--- src/sv/lapt_pkg.sv ---
`timescale 1ns / 1ps
// lapt_pkg: shared widths, op codes and control types of the lookahead pair trainer
package lapt_pkg;

    localparam int OP_W   = 2;
    localparam int CALL_W = 9;
    localparam int DIST_W = 4;
    localparam int FILL_W = 4;
    localparam int WLEN_W = 5;

    localparam logic [OP_W-1:0] OP_PRELOAD = 2'd0;
    localparam logic [OP_W-1:0] OP_TRACE   = 2'd1;
    localparam logic [OP_W-1:0] OP_READ    = 2'd2;

    localparam logic [WLEN_W-1:0] WLEN_RESET = 5'd6;

    typedef enum logic {
        TBL_SET,
        TBL_READ
    } tbl_op_t;

    typedef struct packed {
        logic    valid;
        tbl_op_t op;
    } tbl_req_t;

    typedef struct packed {
        logic busy;
        logic rd_valid;
        logic rd_bit;
    } tbl_stat_t;

    typedef struct packed {
        logic push;
        logic shift;
        logic load_fill;
    } win_cmd_t;

    typedef struct packed {
        logic              pair_seen;
        logic [FILL_W-1:0] window_fill;
    } rsp_item_t;

endpackage

--- src/sv/lapt_window.sv ---
`timescale 1ns / 1ps
// lapt_window: sliding call window with fill count
module lapt_window #(
    parameter int MAX_WINDOW = 16
) (
    input  logic                          clk,
    input  logic                          rst_n,
    input  lapt_pkg::win_cmd_t            cmd,
    input  logic [lapt_pkg::CALL_W-1:0]   push_data,
    input  logic [$clog2(MAX_WINDOW)-1:0] fill_val,
    input  logic [$clog2(MAX_WINDOW)-1:0] rd_idx,
    output logic [lapt_pkg::CALL_W-1:0]   rd_data,
    output logic [$clog2(MAX_WINDOW)-1:0] fill
);
    import lapt_pkg::*;

    localparam int FW = $clog2(MAX_WINDOW);

    logic [CALL_W-1:0] win_reg [MAX_WINDOW];
    logic [FW-1:0]     fill_reg;

    assign rd_data = win_reg[rd_idx];
    assign fill    = fill_reg;

    always_ff @(posedge clk)
    begin
        if (cmd.push)
        begin
            win_reg[fill_reg] <= push_data;
        end
        else if (cmd.shift)
        begin
            for (int i = 0; i < MAX_WINDOW - 1; i++)
            begin
                win_reg[i] <= win_reg[i + 1];
            end
        end
    end

    always_ff @(posedge clk or negedge rst_n)
    begin
        if (!rst_n)
        begin
            fill_reg <= '0;
        end
        else if (cmd.load_fill)
        begin
            fill_reg <= fill_val;
        end
    end

endmodule

--- config.mk ---
export PLATFORM = sky130hd
export DESIGN_NAME = lapt_window
export DESIGN_NICKNAME = d
export VERILOG_FILES = /design/src/sv/lapt_pkg.sv /design/src/sv/lapt_window.sv
export SDC_FILE = /design/constraint.sdc
export NUM_CORES = 1
export LEC_CHECK = 0
export BUFFER_PORTS_ARGS = -buffer_cell sky130_fd_sc_hd__buf_2
export CAP_MARGIN = 20
export CORE_UTILIZATION = 60
export CTS_BUF_LIST = sky130_fd_sc_hd__clkbuf_16
export CTS_CLUSTER_SIZE = 16
export DETAILED_ROUTE_END_ITERATION = 8
export PLACE_DENSITY_LB_ADDON = 0.1
export SYNTH_ARGS = -nofsm -noshare
export SYNTH_HDL_FRONTEND = slang
export SYNTH_SLANG_ARGS = --single-unit
--- constraint.sdc ---
create_clock -name clk -period 2.1 [get_ports clk]
set_input_delay 0.21 -clock clk [delete_from_list [all_inputs] [get_ports clk]]
set_output_delay 0.21 -clock clk [all_outputs]
set_load 0.1 [all_outputs]
==> results of run 1 <==
-- layer usage --
metal | up-vias | GRT usage [%] | wire length, microns
li1 | 1836 | - | -
met1 | 2188 | 39.26 | 6704
met5 | - | 0 | 0
met4 | 0 | 11.24 | 347
met2 | 144 | 42.81 | 7531
met3 | 29 | 6.937 | 930
-- metrics by stage --
| stage | hold slack, ns | area, sq um | setup WS [ns] |
|---|---|---|---|
| final | 0.02905 | 8183 | -0.001823 |
| after CTS | 0.0005849 | 8127 | -0.06363 |
| after detailed placement | 0.01654 | 7386 | 0.05642 |
| after floorplan | -0.08559 | 7000 | -0.2328 |
| after global placement | 0.01469 | 7386 | 0.09568 |
| after global routing | 0.02055 | 8183 | -0.05191 |
-- report_power, final --
| group | internal (mW) | total, mW | switching [mW] | leakage, nW |
|---|---|---|---|---|
| Clock | 1.95 | 3.06 | 1.11 | 0.293 |
| Combinational | 0.423 | 1.09 | 0.670 | 1.83 |
| Sequential | 3.48 | 3.58 | 0.0930 | 1.41 |
| Total | 5.86 | 7.73 | 1.88 | 3.53 |
-- critical path, cell delays in order (launching register included) --
cell and delay, ns:
edfxtp_1 0.40, mux4_4 0.61, a22oi_2 0.20, nand2_2 0.09, buf_12 0.17
-- final timing paths --
path,depth (start not counted),slack (ns),endpoint,startpoint
setup / recovery,4,-0.002,rd_data[8],win_reg[2][8]
setup reg to reg,3,0.33,win_reg[9][1],fill[2]
hold / removal,2,0.03,fill[2],fill_val[2]
min in group asynchronous,2,0.12,fill[3],rst_n
hold reg to reg,1,0.54,win_reg[9][8],win_reg[10][8]
max in group asynchronous,2,1.86,fill[1],rst_n
-- final cells by class --
class,count,share of cell area (%)
clock inverters,15,2.095
flip-flops and latches,148,54.07
clock buffers,17,5.199
repair buffers,74,7.615
well taps,143,2.187
multi-input cells,242,28.84
-- layout by cell type (no fill, tap or decap), types with 10 or more instances in the layout --
master,instances
dlygate4sd3_1,10
clkbuf_16,17
buf_2,25
nand2_1,10
mux4_2,23
buf_4,25
a21o_1,135
o21ai_0,11
edfxtp_1,144
a22oi_1,10
mux4_1,12
-- logic make-up (layout without fill, tap and decap cells) --
group	after synthesis	count (layout)	share of synthesized area (%)
AO/OA/AOI/OAI	168	168	17.48
multiplexers	40	40	13.01
buffers and inverters	46	106	3.700
flip-flops	148	148	63.20
AND/OR/NAND/NOR	34	34	2.609
-- what timing repair did --
item | 4_1_cts | 5_1_grt
setup buffers | 0 | 0
gates resized for setup | 16 | 15
endpoints found under the hold margin | 12 | 1
pin swaps | 0 | 1
setup endpoints to repair | 9 | 9
hold buffers | 9 | 1
==> results.md, run 1 <==
- Status: finished with violations
- Failing checks: negative setup slack
- Avg WL per Cell: 24.28 microns
- Initial Utilization: 61.57%
- Register Area: 4424 sq um
- Worst skew pair latency: 0.42 ns
- #FFs+latches synth: 148
- Syn. warnings: 0
- Final period util: 100.1%
- N_diodes: 0
- I/O pins: 35
- Required time worst endpoint: 1.89 ns
- Worst EP arrival: 1.89 ns
- Reg clk slew, reported paths: about 0.060 ns
- Startpoint Class: flip-flop
- First-pass detailed-route iteration total: 5
- Most frequent cell after synthesis: edfxtp_1
- Cell area after synthesis: 7000 sq um
- Post-synthesis sequential area ratio: 63.20%
- Core ar.: between 10000 and 15000 sq um
- Skew final: about 0.0054 ns
- Max reg flops: between 100 and 150
- Final WS setup: -0.001823 ns
- Largest net degree at the start of global routing: 55
- Final net count: 505
- Die W: 110.0 microns
- Max Fclk: 0.4758 GHz
- Rows: 39
- TritonCTS clock tree: built
- Vias/cell: 6.568
- EDFF count, synth: ~140
- CTS H-tree lvls: 4
- Aggregate global routing overflow: 0
- Core Util, Final: a little under three quarters
- Layout area overhead: 16.89%
- Final min period: between 2 and 2.5 ns
- Layout cells sized above 1: 26.01%
- Worst-case clock buffer depth: 2
- Fillers: 765
- Setup CP Type: flip-flop to output port
- Multi-input logic area: approximately 2400 sq um
- Area contributors post-synth: edfxtp_1 (62%), a21o_1 (14%), mux4_2 (6.8%), mux4_1 (5.3%), a22oi_1 (1.9%)
- Final hold vios: 0
- Iteration-0 DRC count of the detailed router: 289
- Antenna violations before repair: 0
- Synth Net Count: 458
- Mean Syn Cell Area: 16.06 sq um
- Relative slew margins: 58.38%
- DP HPWL: just under 10 mm
- Leak pwr: between 3 and 4 nW
- First-pass GRT wire length: ~23 mm
- Main synth FF type: edfxtp_1
- Top cell type's share of synthesized area: 61.77%
- Synth area leader: edfxtp_1
- Routed wire length: approximately 16 mm
- Final Max Slew Viols: 0
- Final Power: 7.733 mW
- Least-Margin Pin Slew: 0.6243 ns
- Number of global-route vias before repair: 4085
- Antenna viol nets, final: 0
- Hold Crit Class: input pin to flip-flop
- # setup viols final: 1
- Async SR Flop Fraction: 2.703%
- Critical path endpoint category: output port
- Leading cell types by count after synthesis: edfxtp_1 (144), a21o_1 (135), mux4_2 (21)
- Die Y: 110.0 microns
- # clock sinks: between 100 and 150
- Tot GR Track Use: 28.12%
- CTS Root Cell: clkbuf_16
- Die area: between 10000 and 15000 sq um
- Unrepaired setup endpoints after global routing: yes
- Crit path max fanout: 2
- Maxcap violations: 0
- Post-Syn Instances: 436
- Post-synthesis cell type count: 27
- RD Place Congestion: 0.7490
- Fin cells: 639
- Worst IR Drop VDD: ~0.00064 V
- DRC: 0
- PortBufs: 34
- Via count: approximately 4.2k
- CTS Buf Count: 17
- Inst Count DP: 597
- Pwr Density: 945.0 nW/um^2
- Setup TNS: -0.001823 ns
No activity file was read; power rests on OpenSTA's default activity.
==> run 2, diff against run 1 <==
--- a/config.mk
+++ b/config.mk
@@ -6,7 +6,8 @@
 export NUM_CORES = 1
 export LEC_CHECK = 0
+export ABC_AREA = 1
 export BUFFER_PORTS_ARGS = -buffer_cell sky130_fd_sc_hd__buf_2
 export CAP_MARGIN = 20
-export CORE_UTILIZATION = 60
+export CORE_UTILIZATION = 62
 export CTS_BUF_LIST = sky130_fd_sc_hd__clkbuf_16
 export CTS_CLUSTER_SIZE = 16
==> constraint.sdc (replaced) <==
create_clock -name clk -period 2.1 [get_ports clk]
set_input_delay 0.21 -clock clk [delete_from_list [all_inputs] [get_ports clk]]
set_output_delay 0.21 -clock clk [all_outputs]
set_load 0.05 [all_outputs]
==> results.md, run 2 <==
- Status: finished with violations
- Failing checks: design-rule violations
- Final hold vios: 0 (unchanged)
- Fillers: 878 (+15%)
- Die area: 12530 sq um (+3.6%)
- Cell area after synthesis: 7496 sq um (+7.1%)
- Worst EP arrival: 1.90 ns (about the same)
- Worst r2r src: fill[3]
- Highest-delay cell along the critical path: o31ai_1
- Reg clk slew, reported paths: 0.05 ns (about the same)
- Placed Area: 7779 sq um (+5.3%)
- Synth Net Count: 831 (+81%)
- Final period util: 84.77% (-15 points)
- Worst path bufs/invs: 2 (+1)
- RR Endpoint: win_reg[3][2]
- Worst IR Drop VDD: 0.0006123 V (-4.4%)
- Unrepaired setup endpoints after global routing: no
- Vias/cell: 5.913 (-10%)
- TritonCTS clock tree: built
- N_diodes: 0 (unchanged)
- Maxcap violations: 0 (unchanged)
- Main synth FF type: edfxtp_1
- Die Y: 112.0 microns (+1.8%)
- CTS H-tree lvls: 4 (unchanged)
- Family with the most delay on the worst path: compound AO/OA/AOI/OAI gates
- Max Fclk: 0.5618 GHz (+18%)
- Inst Count DP: 971 (+63%)
- Setup CP Type: flip-flop to flip-flop
- Final Max Slew Viols: 0 (unchanged)
- Syn. warnings: 0 (unchanged)
- Startpoint Class: flip-flop
- Worst r2r path cells: 4 (+1)
- # resized after CTS: 0 (-16)
- RD Place Congestion: 0.8307 (+11%)
- # clock sinks: 148 (unchanged)
- Routed wire length: 18.59 mm (+20%)
- Aggregate global routing overflow: 0 (unchanged)
- Least-Margin Pin Slew: 0.5516 ns (-0.07265 ns)
- Via count: 5931 (+41%)
- First-pass detailed-route iteration total: 7 (+2)
- Initial Utilization: 64.54% (+3.0 points)
- Avg WL per Cell: 18.53 microns (-24%)
- DRC: 1 (+1)
- Post-synthesis cell type count: 18 (-33%)
- Required time worst endpoint: 2.22 ns (+0.33 ns)
- Antenna violations before repair: 0 (unchanged)
- Post-synthesis sequential area ratio: 59.02% (-4.2 points)
- EDFF count, synth: 144 (unchanged)
- Die W: 112.0 microns (+1.8%)
- Design area: 8310 sq um (+1.6%)
- Synth area leader: edfxtp_1
- Worst R2R Setup Slack: 0.32 ns (about the same)
- Max reg flops: 144 (unchanged)
- Crit-path cells: inv_1 > nand3_1 > o31ai_1 > buf_4
- CP peak stage delay: 0.51 ns (-0.10 ns)
- Hold Crit Class: input pin to flip-flop
- First-pass GRT wire length: 29.53 mm (+26%)
- Final min period: 1.780 ns (-0.3217 ns)
- CP startpoint: fill[3]
- Antenna viol nets, final: 0 (unchanged)
- HP Start: fill_val[3]
- Pwr Density: 833.6 nW/um^2 (-12%)
- Area contributors post-synth: edfxtp_1 (58%), o21ai_0 (9.5%), nand3_1 (8.7%), nand2_1 (8.2%), inv_1 (7.4%)
- Fin cells: 1003 (+57%)
- Most frequent cell after synthesis: nand2_1
- Critical path endpoint category: flip-flop
- Worst skew pair latency: 0.42 ns (about the same)
- Crit path max fanout: 6 (+4)
- Post-Syn Instances: 809 (+86%)
- Top cell type's share of synthesized area: 57.69% (-4.1 points)
- DP HPWL: 11.68 mm (+20%)
- Relative slew margins: 62.91% (+4.5 points)
- Iteration-0 DRC count of the detailed router: 793 (+170%)
- Leak pwr: 3.676 nW (+4.0%)
- Layout cells sized above 1: 11.40% (-15 points)
- Worst Hold Margin: 0.01230 ns (-0.01674 ns)
- Mean Syn Cell Area: 9.266 sq um (-42%)
- Critical Path Stages: 4 (unchanged)
- Rows: 39 (unchanged)
- Layout area overhead: 10.87%
- Core ar.: 11610 sq um (+2.1%)
- PortBufs: 34 (unchanged)
- Leading cell types by count after synthesis: nand2_1 (164), inv_1 (148), edfxtp_1 (144)
- I/O pins: 35 (unchanged)
- Final net count: 877 (+74%)
- CP endpoint: win_reg[3][2]
- Largest net degree at the start of global routing: 73 (+33%)
- Commonest non-fill, non-tap cell in the layout: nand2_1
- CTS Buf Count: 17 (unchanged)
- Skew final: 0.005333 ns (-0.00005438 ns)
- CTS Root Cell: clkbuf_16
- Most frequent cells in the layout: nand2_1 (164), inv_1 (150), edfxtp_1 (144)
- Async SR Flop Fraction: 2.703% (unchanged)
- # setup viols final: 0 (-1)
- Tot GR Track Use: 31.50% (+3.4 points)
- Setup TNS: 0 ns (+0.001823 ns)
- Worst-case clock buffer depth: 2 (unchanged)
- #FFs+latches synth: 148 (unchanged)
- Number of global-route vias before repair: 5641 (+38%)
-- run 2: power by group --
part | internal (mW) | total, mW | switching (mW) | leakage (nW)
clock | 1.42 | 2.45 | 1.04 | 0.228
combinational | 0.265 | 0.948 | 0.683 | 2.04
sequential | 3.47 | 3.53 | 0.0525 | 1.41
-- run 2: through the flow --
step           util [%]  power, mW  setup WS, ns
2_1_floorplan         -      4.219       0.02846
3_3_place_gp      66.98      4.473        0.3709
3_5_place_dp      66.98      4.501        0.3667
4_1_cts           71.56      6.938        0.3554
5_1_grt           71.56      7.169        0.1872
6_report          71.56      6.928        0.3199
-- run 2: kinds of logic (layout without fill, tap and decap cells) --
group,Yosys count,after routing,synth area share (%)
AND/OR/NAND/NOR,302,302,17.91
buffers and inverters,205,256,12.65
AO/OA/AOI/OAI,154,154,10.42
flip-flops,148,148,59.02
-- run 2: tightest hold or removal path: cells and delay by family --
family	cells	cell delay, ns
AOI/OAI and AO/OA	1	0.06
buffers and inverters	1	0.08
and+or+nand+nor	1	0.04
-- run 2: final cells by class --
cell class	instances	area (sq um)	share of cell area, %
Multi-Input combinational cell	456	2123	25.55
Inverter	153	579.3	6.971
Clock inverter	7	26.28	0.3162
Timing Repair Buffer	79	553.0	6.655
Clock buffer	17	425.4	5.119
Tap cell	143	178.9	2.153
Sequential cell	148	4424	53.24
-- run 2: what timing repair did --
item,in CTS,in global routing
buffers inserted,0,0
endpoints found under the hold margin,11,0
hold buffers,8,0
-- run 2: worst min-delay path by stage --
stage / to / cells after the start
after global placement: fill[1] / 1
after global routing: win_reg[15][7] / 1
after detailed placement: fill[1] / 1
final: fill[3] / 3
after CTS: fill[3] / 3
after floorplan: fill[0] / 0
-- run 2: routing by layer --
metal / global-route usage (%) / share of wire, % / vias up
met5: 0 / 0 / -
met4: 11.38 / 2.3 / 0
met3: 7.186 / 9.8 / 42
met2: 49.36 / 47 / 343
met1: 43.44 / 41 / 2777
li1: - / - / 2769
==> run 3, diff against run 2 <==
clock period = 1.7 ns   (was 2.1 ns; I/O delays follow)
==> results.md, run 3 (synthesized netlist as in run 2, its figures left out) <==
- Die W: 112.0 microns (unchanged)
- TritonCTS clock tree: built
- Commonest non-fill, non-tap cell in the layout: nand2_1
- Worst path bufs/invs: 2 (unchanged)
- First-pass detailed-route iteration total: 6 (-1)
- Final min period: 1.658 ns
- Hold path depth: 2 (-1)
- Most used cell, CP: nand3_2
- Design area: 9019 sq um (+8.5%)
- DRC: 0 (-1)
- Critical path endpoint category: output port
- # clock sinks: 148 (unchanged)
- Vias/cell: 5.940 (+0.45%)
- I/O pins: 35 (unchanged)
- Worst R2R Setup Slack: 0.08 ns (-0.24 ns)
- DP HPWL: 11.60 mm (-0.64%)
- Crit path max fanout: 2 (-4)
- Antenna viol nets, final: 0 (unchanged)
- Die area: 12530 sq um (unchanged)
- CP peak stage delay: 0.37 ns (-0.14 ns)
- Status: finished, final reports clean
- Final Max Slew Viols: 0 (unchanged)
- Aggregate global routing overflow: 0 (unchanged)
- Iteration-0 DRC count of the detailed router: 905 (+14%)
- Avg WL per Cell: 18.45 microns (-0.41%)
- PortBufs: 34 (unchanged)
- HP Start: cmd[0]
- Number of global-route vias before repair: 5963 (+5.7%)
- # setup viols final: 0 (unchanged)
- RD Place Congestion: 0.9191 (+11%)
- Pwr Density: 1041 nW/um^2 (+25%)
- Rows: 39 (unchanged)
- Placed Area: 8024 sq um (+3.2%)
- Reg clk slew, reported paths: 0.06 ns (about the same)
- Initial Utilization: 64.54% (unchanged)
- Startpoint Class: flip-flop
- Family with the most delay on the worst path: simple AND/OR/NAND/NOR gates
- Layout cells sized above 1: 22.02% (+11 points)
- Final net count: 881 (+0.46%)
- Worst skew pair latency: 0.43 ns (about the same)
- Tot GR Track Use: 31.30% (-0.20 points)
- Relative slew margins: 63.14% (+0.23 points)
- First-pass GRT wire length: 29.61 mm (+0.30%)
- Antenna violations before repair: 0 (unchanged)
- Leak pwr: 3.890 nW (+5.8%)
- Unrepaired setup endpoints after global routing: yes
- Required time worst endpoint: 1.53 ns (-0.69 ns)
- Maxcap violations: 0 (unchanged)
- RR Endpoint: win_reg[0][7]
- Worst IR Drop VDD: 0.0009801 V (+60%)
- Most frequent cells in the layout: nand2_1 (155), edfxtp_1 (144), o21ai_0 (132)
- CTS Root Cell: clkbuf_16
- Hold Crit Class: input pin to flip-flop
- Final hold vios: 0 (unchanged)
- Max reg flops: 144 (unchanged)
- Hold Path End: fill[0]
- CTS H-tree lvls: 4 (unchanged)
- Fillers: 750 (-15%)
- CTS Buf Count: 17 (unchanged)
- N_diodes: 0 (unchanged)
- Final period util: 97.55%
- Highest-delay cell along the critical path: edfxtp_1
- Worst r2r path cells: 4 (unchanged)
- Worst-case clock buffer depth: 2 (unchanged)
- Core Util, Final: 77.66% (+6.1 points)
- Setup CP Type: flip-flop to output port
- Die Y: 112.0 microns (unchanged)
- CP startpoint: win_reg[13][6]
- Core ar.: 11610 sq um (unchanged)
- Routed wire length: 18.73 mm (+0.78%)
- Skew final: 0.01117 ns (+0.005842 ns)
- Worst EP arrival: 1.49 ns (-0.41 ns)
- Worst r2r src: fill[2]
- Largest net degree at the start of global routing: 61 (-16%)
- Layout area overhead: 20.31%
- Via count: 6029 (+1.7%)
- Least-Margin Pin Slew: 0.5515 ns (-0.0001258 ns)
- Crit-path cells: inv_1 > nand2_1 > nand3_1 > nand3_2 > nand3_2 > nand2_2 > buf_8
- Max Fclk: 0.6030 GHz
==> run 3: where the power goes <==
| group | internal, mW | total (mW) | leakage, nW | switching (mW) |
|---|---|---|---|---|
| registers | 4.29 | 4.36 | 1.41 | 0.0719 |
| clock network | 2.05 | 3.65 | 0.276 | 1.60 |
| logic | 0.457 | 1.37 | 2.21 | 0.918 |
==> run 3: repair_timing <==
action,CTS,global route
endpoints found under the setup margin,4,9
hold endpoints to repair,17,0
gates resized for setup,8,78
setup buffers,0,4
pin swaps,1,15
hold buffers,14,0
==> run 3: layer usage <==
metal	global-route usage (%)	share of wire [%]	up-vias
met5	0	0	-
met4	12.80	2.5	0
met3	8.002	8.7	43
met2	50.68	49	347
met1	40.53	39	2851
li1	-	-	2788
==> run 3: final cells by class <==
| class | count | area [sq um] | area share, % |
|---|---|---|---|
| multi-input combinational | 456 | 2414 | 26.76 |
| clock buffer | 17 | 425.4 | 4.717 |
| tap | 143 | 178.9 | 1.984 |
| clock inverter | 15 | 146.4 | 1.623 |
| inverter | 153 | 579.3 | 6.423 |
| sequential | 148 | 4429 | 49.11 |
| timing repair buffer | 83 | 845.8 | 9.378 |
==> run 3: how the worst max path moves through the flow <==
stage	end	cells after the start	slack (ns)
detailed placement	win_reg[0][5]	4	0.11
CTS	rd_data[1]	7	0.006
global placement	win_reg[0][2]	4	0.17
finish	rd_data[6]	7	0.04
floorplan	win_reg[7][0]	3	0.05
global route	rd_data[2]	7	-0.02
==> run 3: metrics by stage <==
step / TNS (ns) / instances / hold slack, ns / worst slack (ns) / total power [mW]
2_1_floorplan: 0 / 809 / -0.1256 / 0.05060 / 5.248
3_3_place_gp: 0 / 965 / -0.02404 / 0.1656 / 5.606
3_5_place_dp: 0 / 965 / -0.01738 / 0.1055 / 5.652
4_1_cts: 0 / 1011 / 0.003743 / 0.006378 / 9.299
5_1_grt: -0.09477 / 1015 / 0.04024 / -0.02421 / 9.685
6_report: 0 / 1015 / 0.03058 / 0.04158 / 9.387
